===== src/ltbp_pkg.sv =====
// Shared constants, code tables and types for the LZSS token bit packer.
// No dependencies; all other files but ltbp_ram and ltbp_byte_if use this package.
package ltbp_pkg;

  localparam int SYMBOL_COUNT       = 314;
  localparam int MIN_MATCH_LESS_ONE = 2;
  localparam int MAX_CODE_LEN       = 16;

  localparam int ADDR_W   = $clog2(SYMBOL_COUNT);
  localparam int SYM_W    = ADDR_W + 1;
  localparam int SYM_BASE = 255 - MIN_MATCH_LESS_ONE;

  localparam int KIND_W   = 2;
  localparam int LIT_W    = 8;
  localparam int MLEN_W   = 6;
  localparam int MOFF_W   = 12;
  localparam int EIDX_W   = 9;
  localparam int CODE_W   = 16;
  localparam int LEN_W    = 5;
  localparam int ENTRY_W  = CODE_W + LEN_W;
  localparam int POS_HI_W = 6;
  localparam int POS_LO_W = 6;
  localparam int PLEN_W   = 4;

  localparam logic [KIND_W-1:0] KIND_LITERAL = 2'd0;
  localparam logic [KIND_W-1:0] KIND_MATCH   = 2'd1;
  localparam logic [KIND_W-1:0] KIND_FLUSH   = 2'd2;
  localparam logic [KIND_W-1:0] KIND_LOAD    = 2'd3;

  localparam int FIX_LIT_LEN   = 9;
  localparam int FIX_MATCH_LEN = 7;

  localparam int DATA_W    = 32;
  localparam int PADDR_W   = 3;
  localparam int REG_IDX_W = PADDR_W - 2;
  localparam logic [REG_IDX_W-1:0] REG_USE_TABLE = 1'd0;

  localparam int CHUNK_W = 32;
  localparam int NBITS_W = 6;
  localparam int WIN_W   = CHUNK_W + 8;

  localparam int QUEUE_DEPTH = 4;
  localparam int QPTR_W      = $clog2(QUEUE_DEPTH);

  localparam logic [PLEN_W-1:0] POS_LEN [64] = '{
    4'd3, 4'd4, 4'd4, 4'd4, 4'd5, 4'd5, 4'd5, 4'd5,
    4'd5, 4'd5, 4'd5, 4'd5, 4'd6, 4'd6, 4'd6, 4'd6,
    4'd6, 4'd6, 4'd6, 4'd6, 4'd6, 4'd6, 4'd6, 4'd6,
    4'd7, 4'd7, 4'd7, 4'd7, 4'd7, 4'd7, 4'd7, 4'd7,
    4'd7, 4'd7, 4'd7, 4'd7, 4'd7, 4'd7, 4'd7, 4'd7,
    4'd7, 4'd7, 4'd7, 4'd7, 4'd7, 4'd7, 4'd7, 4'd7,
    4'd8, 4'd8, 4'd8, 4'd8, 4'd8, 4'd8, 4'd8, 4'd8,
    4'd8, 4'd8, 4'd8, 4'd8, 4'd8, 4'd8, 4'd8, 4'd8
  };

  localparam logic [7:0] POS_CODE [64] = '{
    8'h00, 8'h20, 8'h30, 8'h40, 8'h50, 8'h58, 8'h60, 8'h68,
    8'h70, 8'h78, 8'h80, 8'h88, 8'h90, 8'h94, 8'h98, 8'h9C,
    8'hA0, 8'hA4, 8'hA8, 8'hAC, 8'hB0, 8'hB4, 8'hB8, 8'hBC,
    8'hC0, 8'hC2, 8'hC4, 8'hC6, 8'hC8, 8'hCA, 8'hCC, 8'hCE,
    8'hD0, 8'hD2, 8'hD4, 8'hD6, 8'hD8, 8'hDA, 8'hDC, 8'hDE,
    8'hE0, 8'hE2, 8'hE4, 8'hE6, 8'hE8, 8'hEA, 8'hEC, 8'hEE,
    8'hF0, 8'hF1, 8'hF2, 8'hF3, 8'hF4, 8'hF5, 8'hF6, 8'hF7,
    8'hF8, 8'hF9, 8'hFA, 8'hFB, 8'hFC, 8'hFD, 8'hFE, 8'hFF
  };

  typedef struct packed {
    logic               flush;
    logic [NBITS_W-1:0] nbits;
    logic [CHUNK_W-1:0] bits;
  } chunk_t;

endpackage


===== src/ltbp_queue.sv =====
// Short chunk queue between the front and back ends.
// Depends on ltbp_pkg for chunk_t and the queue depth.
module ltbp_queue (
  input  logic             clk,
  input  logic             rst,
  input  logic             push,
  input  ltbp_pkg::chunk_t push_data,
  output logic             full,
  input  logic             pop,
  output ltbp_pkg::chunk_t pop_data,
  output logic             empty
);
  import ltbp_pkg::*;

  chunk_t            slots [QUEUE_DEPTH];
  logic [QPTR_W-1:0] wr_ptr;
  logic [QPTR_W-1:0] rd_ptr;
  logic [QPTR_W:0]   count;

  assign full     = (count == (QPTR_W + 1)'(QUEUE_DEPTH));
  assign empty    = (count == '0);
  assign pop_data = slots[rd_ptr];

  always_ff @(posedge clk) begin
    if (rst) begin
      wr_ptr <= '0;
      rd_ptr <= '0;
      count  <= '0;
    end else begin
      if (push) begin
        wr_ptr <= wr_ptr + 1'b1;
      end
      if (pop) begin
        rd_ptr <= rd_ptr + 1'b1;
      end
      if (push && !pop) begin
        count <= count + 1'b1;
      end else if (pop && !push) begin
        count <= count - 1'b1;
      end
    end
  end

  always_ff @(posedge clk) begin
    if (push) begin
      slots[wr_ptr] <= push_data;
    end
  end
endmodule


===== config.mk =====
export PLATFORM = sky130hd
export DESIGN_NAME = ltbp_queue
export DESIGN_NICKNAME = d
export VERILOG_FILES = /design/src/ltbp_pkg.sv /design/src/ltbp_queue.sv
export SDC_FILE = /design/constraint.sdc
export NUM_CORES = 1
export LEC_CHECK = 0
export BUFFER_PORTS_ARGS = -buffer_cell sky130_fd_sc_hd__buf_2
export CAP_MARGIN = 40
export CELL_PAD_IN_SITES_DETAIL_PLACEMENT = 1
export CELL_PAD_IN_SITES_GLOBAL_PLACEMENT = 1
export CORE_UTILIZATION = 50
export CTS_CLUSTER_DIAMETER = 200
export DETAILED_ROUTE_END_ITERATION = 10
export PLACE_DENSITY_LB_ADDON = 0.1
export SLEW_MARGIN = 20
export SYNTH_ARGS = -nofsm -noshare
export SYNTH_HDL_FRONTEND = slang
export SYNTH_SLANG_ARGS = --single-unit

===== constraint.sdc =====
create_clock -name clk -period 2.7 [get_ports clk]
set_clock_uncertainty 0.05 [all_clocks]
set_input_delay 0.54 -clock clk [delete_from_list [all_inputs] [get_ports clk]]
set_output_delay 0.54 -clock clk [all_outputs]
set_load 0.05 [all_outputs]

---- After elaboration in Yosys (flattened, before gate mapping) ----
Memories as Yosys holds them, arrays and structs flattened. A register that Yosys moved wholly into a read port is not among the register bits.
Index checks and enable logic that the tools add are counted.
storage, ports and cells
  output and inout port bits .............. 41
  bits in registers ....................... 7
  memories kept ........................... 1
  input port bits ......................... 43
  bits in writable memories ............... 156
memory list
  name   depth  width  read ports  clocked after Yosys merged registers in  wr ports  line              text
  slots  4      39     1           1                                        1         ltbp_queue.sv:15  chunk_t slots [QUEUE_DEPTH];
cells by class
  reductions and logical operators ........ 6
  add/sub/neg operators ................... 4
  equal/unequal tests ..................... 1
  muxes and demuxes ....................... 6
operators by type and width
  cell                 number
  $mux 3               2
  $add 2x1->2 const B  2
  $mux 2               2
  $add 3x1->3 const B  1
  $eq 3x3->1 const B   1
  $logic_not 3->1      1
  $sub 3x1->3 const B  1
  $logic_and 1x1->1    2
  $logic_not 1->1      2
  $mux 1               2
  $reduce_bool 2->1    1

---- Depth between registers and ports, before layout ----
Gate-level depths: netlist (run 1).
  depth in word-level cells ............... 4
  depth in mapped cells ................... 7
  depth with buffers taken out ............ 7

---- Worst setup path before layout (run 1) ----
OpenSTA, ideal clock, no wires.
  path kind ............................... register to output
  from .................................... register count[1]
  to ...................................... output full
  slack ................................... 0.608 ns
  data arrival time ....................... 1.502 ns
  cell stages (with the launch flop) ...... 2
  required time ........................... 2.110 ns
  path buffers ............................ 0
  cell sequence ........................... dfxtp_1 nor3b_1
on the way
  longest elaborated chain between the ends .. 1
ends and longest elaborated chain
  item                      line              text
  start: declaration        ltbp_queue.sv:18  logic [QPTR_W:0] count;
  start signal: assignment  ltbp_queue.sv:37  count <= count + 1'b1;
  start signal: assignment  ltbp_queue.sv:39  count <= count - 1'b1;
  $eq 3x3->1                ltbp_queue.sv:20  assign full = (count == (QPTR_W + 1)'(QUEUE_DEPTH));
  end: declaration          ltbp_queue.sv:8   output logic full,
No other way between the ends.

==> results.ini, run 1 <==
[placed_design]
gp_congestion=0.687
pre_cts_ws_ns=0.526
io_buffers=83
hpwl_um=6940
dp_cells=476

[die]
die_h_um=112
dieWidth_um=112
die-area_um2=12500
row_count=39
fp.coreArea_um2=11600
start_util=0.521
boundaryPins=84

[final_layout]
syn2layout_area_growth_pct=19.8
drive_above_1_share=0.444
layout.nets=401
final_cells=508
n_fill_cell=980
final_util=0.624
antennaDiodeCount=0
layout.area.seq_um2=4870
multi_input_area_um2=1110

[global_routing]
grt_overflow_total=0
grt_pass1_vias=3026
grt_first_pass_wirelength_um=16400
grt_max_degree=26
grt_use_total=0.186
antenna_found_initial=0

[pwr]
p_switching_mw=1.49
p_leak_nw=2.50
clkPwrFrac=0.354
internal_power_mw=4.45
p_per_area_nw_per_um2=820
seq_power_share=0.502
netSwitchingFraction=0.251
combPwrFrac=0.143
irDropWorstVdd_mv=0.495

[sta]
fin_setup_tns_ns=0
final.setup.worst_slack_ns=0.122
hold_viol=0
relSlewSlack=0.652
rsz0062_at_grt=false
final_max_slew_viol_count=0
worstMarginPinSlew_ns=0.522
whs_ns=0.286
clock.fmax_mhz=388
min_period_ns=2.58
period_share=0.955
setup_viol=0

[drt]
route.vias.total=2772
vias_per_cell=5.46
ant_nets=0
first_pass_iters=7
dr.first_iter.drc_count=197
drt_wl_total_um=10700
wl_per_cell_um=21.0
route.detailed.drc=7

[setup_path]
reg2reg_to=slots[0][14]
crit_path_end_kind=primary output
critical_path_class=register to primary output
critPathRequiredTime_ns=2.11
arrival_ns=1.99
r2r_cells=4
cp_max_fo=12
cp-start-kind=register
rr_startpoint=wr_ptr[0]
rrSetupSlack_ns=1.01

[logic_synthesis]
yosysTopAreaCell=edfxtp_1
ys_seq_area_frac=0.804
synth.distinct_cells=21
syn_area_um2=6050
synthTopCellsByArea=edfxtp_1 (77%), mux4_2 (15%), dfxtp_1 (3.0%)
syn_nets=296
synthCells=247
synthesis.area_per_instance_um2=24.5
ys_ff_latch=165
synth_top_area_frac=0.775
synth_warnings=0

[clocking]
cts_root_buf=clkbuf_16
post_cts_buffers=0
cts_tree=yes
ctsResizeCount=0
clk_path_buf_depth=2
cts_max_level=4
cts.sinks=165
worstSkewPairLatency_ns=0.42
clkTransAtPathRegs_ns=0.06
cts_hold_buf=0
cts_buffers=17

[worst_hold_path]
min_from=push_data[30]
hold_end=slots[3][30]
hp-class=input pin to register
holdPathStages=1

[status]
violations=DRC
status=complete, but fails checks

[run]
cap_viol_max_count=0

[logic make-up (layout without fill, tap and decap cells)]
logic type / after synthesis / in the layout / share of synthesized area
adder cells (fa/ha/maj): 6 / 6 / 0.0137
flip-flops: 165 / 165 / 0.804
buffers and inverters: 13 / 131 / 0.0122
multiplexers: 41 / 41 / 0.149
AO/OA/AOI/OAI: 2 / 2 / 0.00165
XOR/XNOR: 5 / 5 / 0.00724
AND/OR/NAND/NOR: 15 / 15 / 0.0122
[worst max path at each step]
stage,start,end,slack [ns],cells past startpoint
3_3_place_gp,register,pop_data[18],0.55,3
4_1_cts,register,pop_data[15],0.07,3
3_5_place_dp,register,pop_data[15],0.53,3
5_1_grt,register,pop_data[15],0.01,3
2_1_floorplan,count[1],full,0.61,1
6_report,register,pop_data[15],0.12,3
[placed cells by master, fill, tap and decap left out]
cell | Yosys | layout
a21oi_1 | 1 | 1
clkinv_1 | 0 | 4
or3_1 | 1 | 1
buf_12 | 0 | 4
inv_1 | 4 | 4
o21ai_0 | 1 | 1
clkbuf_1 | 3 | 6
mux2i_1 | 2 | 2
nand2_1 | 1 | 1
buf_4 | 2 | 8
buf_2 | 2 | 83
ha_1 | 5 | 5
edfxtp_1 | 156 | 156
clkinv_2 | 0 | 4
dfxtp_2 | 0 | 1
mux4_2 | 39 | 39
dfxtp_4 | 0 | 1
bufinv_16 | 0 | 1
nor3_1 | 1 | 1
nor2_1 | 7 | 7
clkbuf_16 | 0 | 17
xor2_1 | 3 | 3
fa_1 | 1 | 1
xnor2_1 | 2 | 2
nor3b_1 | 1 | 1
and2_2 | 0 | 4
dfxtp_1 | 9 | 7
[critical path, stage by stage, from the launching register on]
cell     delay [ns]
dfxtp_4        0.52
buf_4          0.27
mux4_2         0.54
buf_2          0.23
[metal layers]
layer	track usage	part of all wire	vias up
li1	-	-	1243
met2	0.313	0.52	70
met3	0.0588	0.043	12
met1	0.227	0.42	1447
met4	0.0667	0.013	0
met5	0	0	-
[flip-flops by register name, summed over array words and instances (netlist names), named ones only]
signal,cells
rd_ptr,2
slots,156
wr_ptr,2
count,3
[power by group through the flow]
stage | registers, mW | clock network [mW] | logic (mW)
floorplan | 3.02 | 0 | 0.645
global placement | 3.03 | 0 | 0.850
detailed placement | 3.04 | 0 | 0.866
CTS | 2.99 | 2.15 | 0.866
global route | 3.00 | 2.22 | 0.898
finish | 2.99 | 2.11 | 0.851
[cell usage after synthesis (all sizes together)]
cell    instances
a21oi           1
and2            4
buf             6
clkbuf          3
dfxtp           9
edfxtp        156
fa              1
ha              5
inv             4
mux2i           2
mux4           39
nand2           1
nor2            7
nor3            1
nor3b           1
o21ai           1
or3             1
xnor2           2
xor2            3
[per-stage QoR]
step	total power, mW	area [um2]
after global placement	3.88	6730
after global routing	6.12	7250
after detailed placement	3.91	6730
after floorplan	3.66	6050
final	5.94	7250
after CTS	6.01	7250
[cell type report]
class | count | area share
Inverter | 4 | 0.00207
Sequential cell | 165 | 0.672
Timing Repair Buffer | 95 | 0.0767
Clock buffer | 23 | 0.0618
Clock inverter | 9 | 0.00898
Tap cell | 143 | 0.0247
Multi-Input combinational cell | 69 | 0.154
No activity file was read; power rests on OpenSTA's default activity.
==> inputs of run 2 (changes only) <==
==> constraint.sdc (replaced) <==
create_clock -name clk -period 2.8 [get_ports clk]
set_clock_uncertainty 0.05 [all_clocks]
set_input_delay 0.56 -clock clk [delete_from_list [all_inputs] [get_ports clk]]
set_output_delay 0.56 -clock clk [all_outputs]
set_load 0.05 [all_outputs]
==> run 2 against run 1 <==
Against the previous run:
- the run still ends with DRC left
- sequential power fell by 4%
- clock power up 10%
- total power is 1.5% higher
- utilization up 0.58 points
- wire length grew 2.8%
- non-clock buffer count unchanged
- sequential share of layout area fell by 0.62 points
- die area unchanged
- register-to-register slack improved by 0.10 ns
- via count decreased by 0.11%
- global-route usage is 0.75 points higher
- critical path depth unchanged
- critical path type unchanged
==> results.ini, run 2 (synthesis gave the netlist of run 1 again) <==
[global_routing]
grt_pass1_vias=3088
antenna_found_initial=0
grt_max_degree=26
grt_overflow_total=0
grt_first_pass_wirelength_um=17000
grt_use_total=0.193

[clocking]
cts_buffers=17
clkTransAtPathRegs_ns=0.06
cts_hold_buf=0
cts_root_buf=clkbuf_16
post_cts_buffers=0
clk_path_buf_depth=2
cts_max_level=4
worstSkewPairLatency_ns=0.42
cts_tree=yes
ctsResizeCount=0
cts.sinks=165

[setup_path]
cp-start-kind=register
critical_path_class=register to primary output
cp_max_fo=21
critPathRequiredTime_ns=2.19
crit_path_end_kind=primary output
arrival_ns=1.98
rr_startpoint=wr_ptr[0]

[sta]
hold_viol=0
worstMarginPinSlew_ns=0.549
clock.fmax_mhz=386
period_share=0.925
fin_setup_tns_ns=0
rsz0062_at_grt=false
final_max_slew_viol_count=0
relSlewSlack=0.634
min_period_ns=2.59
final.setup.worst_slack_ns=0.211
setup_viol=0

[run]
cap_viol_max_count=0

[final_layout]
syn2layout_area_growth_pct=20.9
final_util=0.630
drive_above_1_share=0.464
final_cell_mix=edfxtp_1 (156), buf_2 (83), mux4_2 (39)
final_common_cell=edfxtp_1
largest_reg_flops=156
layout.nets=401
top_regs=slots: 156 flops, count: 3 flops
antennaDiodeCount=0
largest_register=slots

[placed_design]
gp_congestion=0.696
io_buffers=83
hpwl_um=7060
pre_cts_ws_ns=0.623

[drt]
dr.first_iter.drc_count=110
route.detailed.drc=7
route.vias.total=2769
wl_per_cell_um=21.6
drt_wl_total_um=10900
ant_nets=0
first_pass_iters=9
vias_per_cell=5.46

[die]
fp.coreArea_um2=11600
dieWidth_um=112
boundaryPins=84
start_util=0.521
die-area_um2=12500
die_h_um=112
row_count=39

[worst_hold_path]
hp-class=input pin to register
min_from=push_data[30]

[status]
violations=DRC
status=complete, but fails checks

[pwr]
irDropWorstVdd_mv=0.411
p_leak_nw=2.55
p_per_area_nw_per_um2=825

## run 2: changes by cell type in the layout (fill, tap and decap cells not counted), sizes merged
cell    previous run  this run
clkbuf            23        18
bufinv             1         4
clkinv             8         9
## run 2: through the flow
stage                     hold slack, ns  cells  area, um2  power (mW)
after CTS                          0.288    507       7310        6.10
after global routing               0.290    507       7310        6.22
after global placement             0.445    476       6720        3.75
after detailed placement           0.479    476       6720        3.77
final                              0.305    507       7310        6.03
after floorplan                    0.416    247       6050        3.53
## run 2: report_power, final
part           switching (mW)  leakage, nW  total, mW  internal [mW]
logic                   0.558        0.740      0.818          0.260
registers              0.0520         1.51       2.88           2.83
clock network           0.862        0.300       2.33           1.47
total                    1.47         2.55       6.03           4.56
## run 2: layout make-up
type,count,area [um2]
clock buffer,18,429
clock inverter,13,164
fill,975,4300
inverter,4,15.0
multi-input combinational,69,1110
sequential,165,4870
tap,143,179
timing repair buffer,95,543
## run 2: final timing paths
path / endpoint / slack (ns) / cells past startpoint
max reg2reg: slots[0][13] / 1.11 / 4
min: slots[0][30] / 0.31 / 1
max: pop_data[18] / 0.21 / 3
min reg2reg: count[2] / 0.48 / 2
## run 2: worst max-delay path, cell delays in order, from the launching register on
cell	delay, ns
dfxtp_4	0.53
buf_12	0.25
mux4_2	0.53
buf_2	0.23
## run 2: layer usage
metal  track usage  share of wire  vias up  wire length [um]
met1         0.239           0.41     1432              4520
met3        0.0610          0.060       13               659
li1              -              -     1241                 -
met4        0.0809          0.011        0               123
met2         0.317           0.52       83              5650
met5             0              0        -                 0
