File: config.mk
export PLATFORM = sky130hd
export DESIGN_NAME = ltbp_back_flat
export DESIGN_NICKNAME = d
export VERILOG_FILES = /design/src/ltbp_pkg.sv /design/src/ltbp_byte_if.sv /design/src/ltbp_back.sv /design/src/flat_wrapper.sv
export SDC_FILE = /design/constraint.sdc
export NUM_CORES = 1
export LEC_CHECK = 0
export BUFFER_PORTS_ARGS = -buffer_cell sky130_fd_sc_hd__buf_4
export CORE_MARGIN = 8
export CORE_UTILIZATION = 30
export DETAILED_ROUTE_END_ITERATION = 8
export GPL_TIMING_DRIVEN = 0
export PLACE_DENSITY = 0.55
export SLEW_MARGIN = 10
export SYNTH_ARGS = -nofsm -noshare
export SYNTH_HDL_FRONTEND = slang
export SYNTH_SLANG_ARGS = --single-unit
File: constraint.sdc
create_clock -name clk -period 6.4 [get_ports clk]
set_input_delay 0.64 -clock clk [delete_from_list [all_inputs] [get_ports clk]]
set_output_delay 0.64 -clock clk [all_outputs]
set_load 0.02 [all_outputs]
File: src/ltbp_pkg.sv
// Shared constants, code tables and types for the LZSS token bit packer.
// No dependencies; all other files but ltbp_ram and ltbp_byte_if use this package.
package ltbp_pkg;

  localparam int SYMBOL_COUNT       = 314;
  localparam int MIN_MATCH_LESS_ONE = 2;
  localparam int MAX_CODE_LEN       = 16;

  localparam int ADDR_W   = $clog2(SYMBOL_COUNT);
  localparam int SYM_W    = ADDR_W + 1;
  localparam int SYM_BASE = 255 - MIN_MATCH_LESS_ONE;

  localparam int KIND_W   = 2;
  localparam int LIT_W    = 8;
  localparam int MLEN_W   = 6;
  localparam int MOFF_W   = 12;
  localparam int EIDX_W   = 9;
  localparam int CODE_W   = 16;
  localparam int LEN_W    = 5;
  localparam int ENTRY_W  = CODE_W + LEN_W;
  localparam int POS_HI_W = 6;
  localparam int POS_LO_W = 6;
  localparam int PLEN_W   = 4;

  localparam logic [KIND_W-1:0] KIND_LITERAL = 2'd0;
  localparam logic [KIND_W-1:0] KIND_MATCH   = 2'd1;
  localparam logic [KIND_W-1:0] KIND_FLUSH   = 2'd2;
  localparam logic [KIND_W-1:0] KIND_LOAD    = 2'd3;

  localparam int FIX_LIT_LEN   = 9;
  localparam int FIX_MATCH_LEN = 7;

  localparam int DATA_W    = 32;
  localparam int PADDR_W   = 3;
  localparam int REG_IDX_W = PADDR_W - 2;
  localparam logic [REG_IDX_W-1:0] REG_USE_TABLE = 1'd0;

  localparam int CHUNK_W = 32;
  localparam int NBITS_W = 6;
  localparam int WIN_W   = CHUNK_W + 8;

  localparam int QUEUE_DEPTH = 4;
  localparam int QPTR_W      = $clog2(QUEUE_DEPTH);

  localparam logic [PLEN_W-1:0] POS_LEN [64] = '{
    4'd3, 4'd4, 4'd4, 4'd4, 4'd5, 4'd5, 4'd5, 4'd5,
    4'd5, 4'd5, 4'd5, 4'd5, 4'd6, 4'd6, 4'd6, 4'd6,
    4'd6, 4'd6, 4'd6, 4'd6, 4'd6, 4'd6, 4'd6, 4'd6,
    4'd7, 4'd7, 4'd7, 4'd7, 4'd7, 4'd7, 4'd7, 4'd7,
    4'd7, 4'd7, 4'd7, 4'd7, 4'd7, 4'd7, 4'd7, 4'd7,
    4'd7, 4'd7, 4'd7, 4'd7, 4'd7, 4'd7, 4'd7, 4'd7,
    4'd8, 4'd8, 4'd8, 4'd8, 4'd8, 4'd8, 4'd8, 4'd8,
    4'd8, 4'd8, 4'd8, 4'd8, 4'd8, 4'd8, 4'd8, 4'd8
  };

  localparam logic [7:0] POS_CODE [64] = '{
    8'h00, 8'h20, 8'h30, 8'h40, 8'h50, 8'h58, 8'h60, 8'h68,
    8'h70, 8'h78, 8'h80, 8'h88, 8'h90, 8'h94, 8'h98, 8'h9C,
    8'hA0, 8'hA4, 8'hA8, 8'hAC, 8'hB0, 8'hB4, 8'hB8, 8'hBC,
    8'hC0, 8'hC2, 8'hC4, 8'hC6, 8'hC8, 8'hCA, 8'hCC, 8'hCE,
    8'hD0, 8'hD2, 8'hD4, 8'hD6, 8'hD8, 8'hDA, 8'hDC, 8'hDE,
    8'hE0, 8'hE2, 8'hE4, 8'hE6, 8'hE8, 8'hEA, 8'hEC, 8'hEE,
    8'hF0, 8'hF1, 8'hF2, 8'hF3, 8'hF4, 8'hF5, 8'hF6, 8'hF7,
    8'hF8, 8'hF9, 8'hFA, 8'hFB, 8'hFC, 8'hFD, 8'hFE, 8'hFF
  };

  typedef struct packed {
    logic               flush;
    logic [NBITS_W-1:0] nbits;
    logic [CHUNK_W-1:0] bits;
  } chunk_t;

endpackage

File: src/ltbp_byte_if.sv
// Result channel: valid/ready handshake carrying one packed byte and last.
// Depends on ltbp_pkg by convention only; widths are fixed bytes.
interface ltbp_byte_if;
  logic       valid;
  logic       ready;
  logic [7:0] out_byte;
  logic       last;

  modport source (output valid, out_byte, last, input ready);
  modport sink (input valid, out_byte, last, output ready);
endinterface

File: src/ltbp_back.sv
// Back end: merges chunks into the pending bit accumulator and streams complete bytes
// out one per cycle while the result sink is ready. Depends on ltbp_pkg, ltbp_byte_if.
module ltbp_back (
  input  logic             clk,
  input  logic             rst,
  input  ltbp_pkg::chunk_t head,
  input  logic             q_empty,
  output logic             pop,
  ltbp_byte_if.source      res
);
  import ltbp_pkg::*;

  logic [7:0]         pend_byte;
  logic [2:0]         pend_cnt;
  logic [WIN_W-1:0]   win;
  logic [2:0]         bytes_left;
  logic               ovalid;
  logic [7:0]         obyte;
  logic               olast;

  logic               emit;
  logic [NBITS_W-1:0] total;
  logic [WIN_W-1:0]   merged;
  logic [WIN_W-1:0]   win_next;
  logic [2:0]         nb_next;
  logic [2:0]         pend_cnt_next;
  logic [7:0]         pend_byte_next;

  assign res.valid    = ovalid;
  assign res.out_byte = obyte;
  assign res.last     = olast;

  assign emit = (!ovalid || res.ready) && (bytes_left != 3'd0);
  assign pop  = !q_empty && ((bytes_left == 3'd0) || ((bytes_left == 3'd1) && emit));

  assign total  = NBITS_W'(pend_cnt) + head.nbits;
  assign merged = {pend_byte, {CHUNK_W{1'b0}}} | ({head.bits, 8'b0} >> pend_cnt);

  always_comb begin
    if (head.flush) begin
      win_next       = {pend_byte, {CHUNK_W{1'b0}}};
      nb_next        = (pend_cnt != 3'd0) ? 3'd1 : 3'd0;
      pend_cnt_next  = 3'd0;
      pend_byte_next = 8'd0;
    end else begin
      win_next      = merged;
      nb_next       = total[5:3];
      pend_cnt_next = total[2:0];
      case (total[5:3])
        3'd0:    pend_byte_next = merged[39:32];
        3'd1:    pend_byte_next = merged[31:24];
        3'd2:    pend_byte_next = merged[23:16];
        3'd3:    pend_byte_next = merged[15:8];
        default: pend_byte_next = merged[7:0];
      endcase
    end
  end

  always_ff @(posedge clk) begin
    if (rst) begin
      ovalid     <= 1'b0;
      bytes_left <= 3'd0;
      pend_cnt   <= 3'd0;
      pend_byte  <= 8'd0;
    end else begin
      if (emit) begin
        ovalid <= 1'b1;
      end else if (res.ready) begin
        ovalid <= 1'b0;
      end
      if (pop) begin
        bytes_left <= nb_next;
        pend_cnt   <= pend_cnt_next;
        pend_byte  <= pend_byte_next;
      end else if (emit) begin
        bytes_left <= bytes_left - 3'd1;
      end
    end
  end

  always_ff @(posedge clk) begin
    if (emit) begin
      obyte <= win[WIN_W-1 -: 8];
      olast <= (bytes_left == 3'd1);
    end
    if (pop) begin
      win <= win_next;
    end else if (emit) begin
      win <= {win[WIN_W-9:0], 8'b0};
    end
  end
endmodule

File: src/flat_wrapper.sv
// flat-port wrapper written by rule: the top's interface ports become plain ports
module ltbp_back_flat import ltbp_pkg::*;
  (clk, rst, head, q_empty, pop, res_valid, res_out_byte, res_last, res_ready);
  ltbp_byte_if res_i ();
  input  logic clk;
  input  logic rst;
  input  ltbp_pkg::chunk_t head;
  input  logic q_empty;
  output logic pop;
  output wire logic [$bits(res_i.valid)-1:0] res_valid;
  output wire logic [$bits(res_i.out_byte)-1:0] res_out_byte;
  output wire logic [$bits(res_i.last)-1:0] res_last;
  input wire logic [$bits(res_i.ready)-1:0] res_ready;
  assign res_valid = res_i.valid;
  assign res_out_byte = res_i.out_byte;
  assign res_last = res_i.last;
  assign res_i.ready = res_ready;
  ltbp_back u_core (.clk(clk), .rst(rst), .head(head), .q_empty(q_empty), .pop(pop), .res(res_i));
endmodule
Word-level counts from Yosys, hierarchy flattened
Cells that the tools add are included.
{"block": "totals", "ff_bits": 64, "latchBits": 0, "mem_bits_rw": 0, "mem_bits_ro": 0, "inputBits": 43, "out_inout_bits": 11, "elab_cells": 40, "n_memories": 0}
{"block": "op_classes", "addsub": 2, "mul": 0, "n_div": 0, "order_cmp": 0, "eq_ne": 4, "shifts": 1, "n_mux": 12, "n_bitwise": 1, "reduce_logical": 13}
{"cell": "40-bit two-way mux", "count": 3}
{"cell": "40-bit OR", "count": 1}
{"cell": "40-bit by 3-bit >> shifter with 40-bit output", "count": 1}
{"cell": "8-bit one-hot mux with 4 select lines", "count": 1}
{"cell": "3-bit two-way mux", "count": 4}
{"cell": "8-bit two-way mux", "count": 1}
{"cell": "3-bit by 6-bit adder with 6-bit output", "count": 1}
{"cell": "3-bit by 1-bit equality test with 1-bit output (second input constant)", "count": 2}
{"cell": "3-bit by 2-bit equality test with 1-bit output (second input constant)", "count": 2}
{"cell": "3-bit logical NOT", "count": 2}
{"cell": "3-bit nonzero test", "count": 2}
{"cell": "2-bit nonzero test", "count": 2}
{"cell": "1-bit logical AND", "count": 3}
{"cell": "1-bit two-way mux", "count": 3}
{"cell": "3-bit by 1-bit subtractor with 3-bit output (second input constant)", "count": 1}
{"cell": "1-bit logical NOT", "count": 2}
{"cell": "1-bit logical OR", "count": 2}

Longest topological paths before layout
{"block": "logic_depth", "ltp_word": 7, "depth_mapped": 9, "mapped_depth_nobuf": 8}

Worst setup path after synthesis
Ideal clock, no wire load.
{"block": "synth_timing", "kind": "reg2reg", "start": "register u_core.bytes_left[0]", "end": "register u_core.bytes_left[2]", "setup_time_ps": 92, "t_arrival_ps": 2781, "required_time_ps": 6308, "setup_slack_ps": 3527, "stages_incl_launch_ff": 8, "path_buffers": 0, "synth_period_minus_slack_ps": 2873, "path_cell_list": "dfxtp_1 -> inv_1 -> ha_1 -> nor2b_1 -> a21oi_1 -> or2_1 -> a21oi_1 -> nor4bb_1"}
{"block": "synth_via", "elab_chain_len": 6, "word_cells_on_any_way": 11, "cone_classes": "1 x add/sub; 1 x eq/ne; 2 x mux; 7 x reduce/logical"}
{"element": "start, declared", "line": "ltbp_back.sv:16", "text": "logic [2:0] bytes_left;"}
{"element": "start signal, assigned", "line": "ltbp_back.sv:72", "text": "bytes_left <= nb_next;"}
{"element": "start signal, assigned", "line": "ltbp_back.sv:76", "text": "bytes_left <= bytes_left - 3'd1;"}
{"element": "3-bit nonzero test (*)", "line": "ltbp_back.sv:33", "text": "assign emit = (!ovalid || res.ready) && (bytes_left != 3'd0);"}
{"element": "1-bit logical AND (*)", "line": "ltbp_back.sv:33"}
{"element": "via u_core.emit", "line": "ltbp_back.sv:21", "text": "logic emit;"}
{"element": "1-bit logical AND", "line": "ltbp_back.sv:34", "text": "assign pop = !q_empty && ((bytes_left == 3'd0) || ((bytes_left == 3'd1) && emit));"}
{"element": "1-bit logical OR", "line": "ltbp_back.sv:34"}
{"element": "1-bit logical AND", "line": "ltbp_back.sv:34"}
{"element": "3-bit two-way mux or 2-bit nonzero test (tied branches)"}
Mark *: on every way through the listed nets, which the timed path passes. The rest lies on a longest branch. The select of a mux whose other input is x is not followed.
A chain may end at the register's enable or synchronous reset.

Worst setup path after layout
{"block": "layout_timing", "start": "register u_core.bytes_left[0]", "end": "output port pop"}
{"block": "layout_via", "elab_chain_len": 5, "word_cells_on_any_way": 7, "cone_classes": "1 x eq/ne; 6 x reduce/logical"}
{"element": "3-bit nonzero test", "line": "ltbp_back.sv:33"}
{"element": "1-bit logical AND", "line": "ltbp_back.sv:33"}
{"element": "1-bit logical AND", "line": "ltbp_back.sv:34"}
{"element": "1-bit logical OR (*)", "line": "ltbp_back.sv:34"}
{"element": "1-bit logical AND (*)", "line": "ltbp_back.sv:34"}
{"element": "end, declared", "line": "flat_wrapper.sv:9", "text": "output logic pop;"}
Every way passes the cells marked *; elsewhere a longest branch is shown, timed or not.

==> flow_metrics.py <==
metrics = {
    "placed_design": {
        "routabilityCongestion": 0.913,
        "port_buffers": 49,
        "dp_hpwl_um": 11800,
    },
    "detailed_routing": {
        "drt_wl_total_um": 15100,
        "via_count": 3868,
        "drc_errors": 0,
        "routed_via_density": 5.51,
        "drtIter0Drc": 258,
        "antenna_left": 0,
        "drt-pass1-iter-count": 5,
        "wire_per_inst_um": 21.5,
    },
    "logic_synthesis": {
        "synth_area_leader_cell": "edfxtp_1",
        "synth_fp_nets": 498,
        "ys_ff_latch": 63,
        "synthTopCellsByArea": "edfxtp_1 31%, mux2i_1 12%, dfxtp_1 6.5%, mux4_2 5.4%, nand2_1 3.7%",
        "synthCells": 448,
        "ys_async_sr_fraction": 0,
        "syn_area_per_cell_um2": 10.3,
        "synth_area_um2": 4610,
        "yosysSeqAreaShare": 0.378,
        "yosys_warnings": 0,
        "netlist.area_leader.share": 0.312,
        "synth_edf_count": 48,
        "synth_cell_types": 70,
        "ys.flop_type": "edfxtp_1",
    },
    "sta": {
        "final-hold-violation-count": 0,
        "relSlewSlack": 0.538,
        "finalCriticalPeriod_ns": 2.78,
        "slew_violations": 0,
        "finalSetupTns_ns": 0,
        "rsz0062_at_grt": "false",
        "tightest_slew_ns": 0.693,
        "fin_skew_ns": 0.00466,
        "fin_crit_sh": 0.434,
        "setup_viol": 0,
        "fmax_ghz": 0.360,
    },
    "layout": {
        "antenna-diode-count": 0,
        "fill_cells": 1564,
        "area_growth_pct": 19.9,
        "final_util": 0.366,
        "final_nets": 559,
        "drive_gt1_frac": 0.257,
    },
    "global_routing": {
        "grt_overflow_total": 0,
        "grt_usage": 0.154,
        "antenna_found_initial": 0,
        "grt_max_degree": 31,
        "grt_pass1_vias": 3957,
        "grt_pass1_wl_um": 23300,
    },
    "worst_setup_path": {
        "cp-start-kind": "flip-flop",
        "path_buf_inv": 4,
        "rrSetupSlack_ns": 3.79,
        "crit_type": "flip-flop to primary output",
        "end_kind": "primary output",
        "cp_common_cell": "inv_1",
        "cp_cell_sequence": "inv_1, ha_1, a21o_1, nand2_1, inv_1, clkbuf_1, buf_4",
        "cp_max_fo": 10,
        "r2r-start": "u_core.pend_cnt[2]",
        "reg2regPathDepth": 8,
        "critical_path.top_delay_family": "buffers and inverters",
        "max_stage_delay_ns": 0.41,
        "critPathSlowestCell": "clkbuf_1",
        "r2r_end": "u_core.pend_byte[6]",
        "critPathArrivalTime_ns": 2.14,
        "cp_data_required_time_ns": 5.76,
    },
    "clock_tree": {
        "numClockSinks": 63,
        "cts_made_buffers": 9,
        "ctsResizeCount": 0,
        "htree_num_levels": 3,
        "clockRootBuffer": "clkbuf_16",
        "cts_tree": "yes",
        "cts-hold-fix-buffers": 0,
        "clk_pin_slew_ns": 0.06,
        "clk_latency_ns": 0.33,
        "post-cts-setup-buffers": 0,
        "clk_path_buf_depth": 2,
    },
    "run": {
        "max-cap-violations": 0,
    },
    "power": {
        "ir_drop_v": 0.000120,
        "power.leakage_nw": 2.04,
        "power_density_nw_per_um2": 386,
    },
    "floorplanning": {
        "core_region_area_um2": 15100,
        "die-area_um2": 19600,
        "ios": 54,
        "start_util": 0.306,
        "chipHeight_um": 140,
        "die_w_um": 140,
        "num_rows": 45,
    },
    "worst_hold_path": {
        "hold_path.class": "flip-flop to flip-flop",
        "min_path_cells": 0,
        "worstHoldStart": "u_core.win[32]",
        "whs_endpoint": "u_core.res.out_byte[0]",
    },
    "outcome": {
        "status": "complete, no violations",
    },
}
[cells in the mapped netlist, types with 7 or more instances]
cell type,instances
nor2_1,28
dfxtp_1,15
clkbuf_1,10
mux2_2,11
nor2b_1,7
a22o_1,9
a21oi_1,28
mux2i_1,54
buf_2,10
nor3_1,7
mux4_2,11
nand2_1,46
o21ai_0,30
edfxtp_1,48
inv_1,11
nand3_1,9
[where the power goes]
group	internal (mW)	switching (mW)	total (mW)
Sequential	0.705	0.0578	0.763
Combinational	0.338	0.557	0.895
Clock	0.297	0.181	0.479
Total	1.34	0.796	2.14
[layer usage]
metal	GRT usage	vias up	share of wire
li1	-	1824	-
met1	0.200	1892	0.45
met2	0.250	128	0.47
met3	0.0245	24	0.050
met4	0.0686	0	0.025
met5	0	-	0
[final cells by class]
cell class | instances | area, µm² | share of cell area
clock buffer | 9 | 225 | 0.0407
sequential | 63 | 1740 | 0.315
tap | 188 | 235 | 0.0425
inverter | 13 | 48.8 | 0.00883
multi-input combinational | 338 | 2600 | 0.470
clock inverter | 7 | 63.8 | 0.0115
timing repair buffer | 50 | 388 | 0.0702
buffer | 34 | 225 | 0.0407
[registers in the layout, summed over array words and instances (netlist names)]
signal               cells
u_core.win              39
u_core.pend_byte         8
u_core.res.out_byte      8
u_core.bytes_left        3
u_core.pend_cnt          3
u_core.res.last          1
u_core.res.valid         1
[stage by stage]
stage	std cells	setup WS (ns)	hold WS (ns)	cell area, µm²	total power [mW]
after CTS	702	3.60	0.418	5530	2.15
after global placement	685	2.78	0.400	5220	1.64
after detailed placement	686	3.45	0.406	5240	1.67
after floorplan	448	3.53	0.400	4610	1.35
final	702	3.62	0.416	5530	2.14
after global routing	702	3.43	0.421	5530	2.26
[worst max-delay path by stage]
stage          cells after the start                  from  slack, ns                    to
2_1_floorplan                      7  u_core.bytes_left[0]       3.53  u_core.bytes_left[2]
3_3_place_gp                       6             res_ready       2.78  u_core.bytes_left[2]
3_5_place_dp                       9              head[32]       3.45   u_core.pend_byte[1]
4_1_cts                            7  u_core.bytes_left[0]       3.60                   pop
5_1_grt                            7  u_core.bytes_left[0]       3.43                   pop
6_report                           7  u_core.bytes_left[0]       3.62                   pop
[placed cells by master (no fill, tap or decap), drive strengths merged, types with 3 or more instances in the layout]
master / Yosys / routed
a221oi: 4 / 4
a22o: 10 / 10
nor4: 3 / 3
nor2: 29 / 29
nand3: 9 / 9
clkbuf: 10 / 19
mux2i: 55 / 55
o31ai: 4 / 4
or3: 3 / 3
inv: 13 / 13
nand3b: 4 / 4
a31oi: 4 / 4
and2: 3 / 3
mux4: 11 / 11
nand2: 46 / 46
nor3: 7 / 7
xnor2: 3 / 3
a21o: 3 / 3
a22oi: 3 / 3
mux2: 17 / 17
clkinv: 0 / 4
a311oi: 4 / 4
edfxtp: 48 / 48
a211oi: 8 / 8
dfxtp: 15 / 15
o21ai: 31 / 31
ha: 6 / 6
buf: 24 / 74
nor2b: 7 / 7
a21oi: 31 / 31
or2: 3 / 3
and3: 5 / 5
[cells by family after synthesis]
logic type | share of synthesized area
AOI/OAI and AO/OA | 0.187
xor gates and xnor gates | 0.00922
adders and majority gates | 0.0206
buffers and inverters | 0.0594
DFF | 0.378
muxes | 0.217
and+or+nand+nor | 0.129
(Power assumes the default switching activity.)
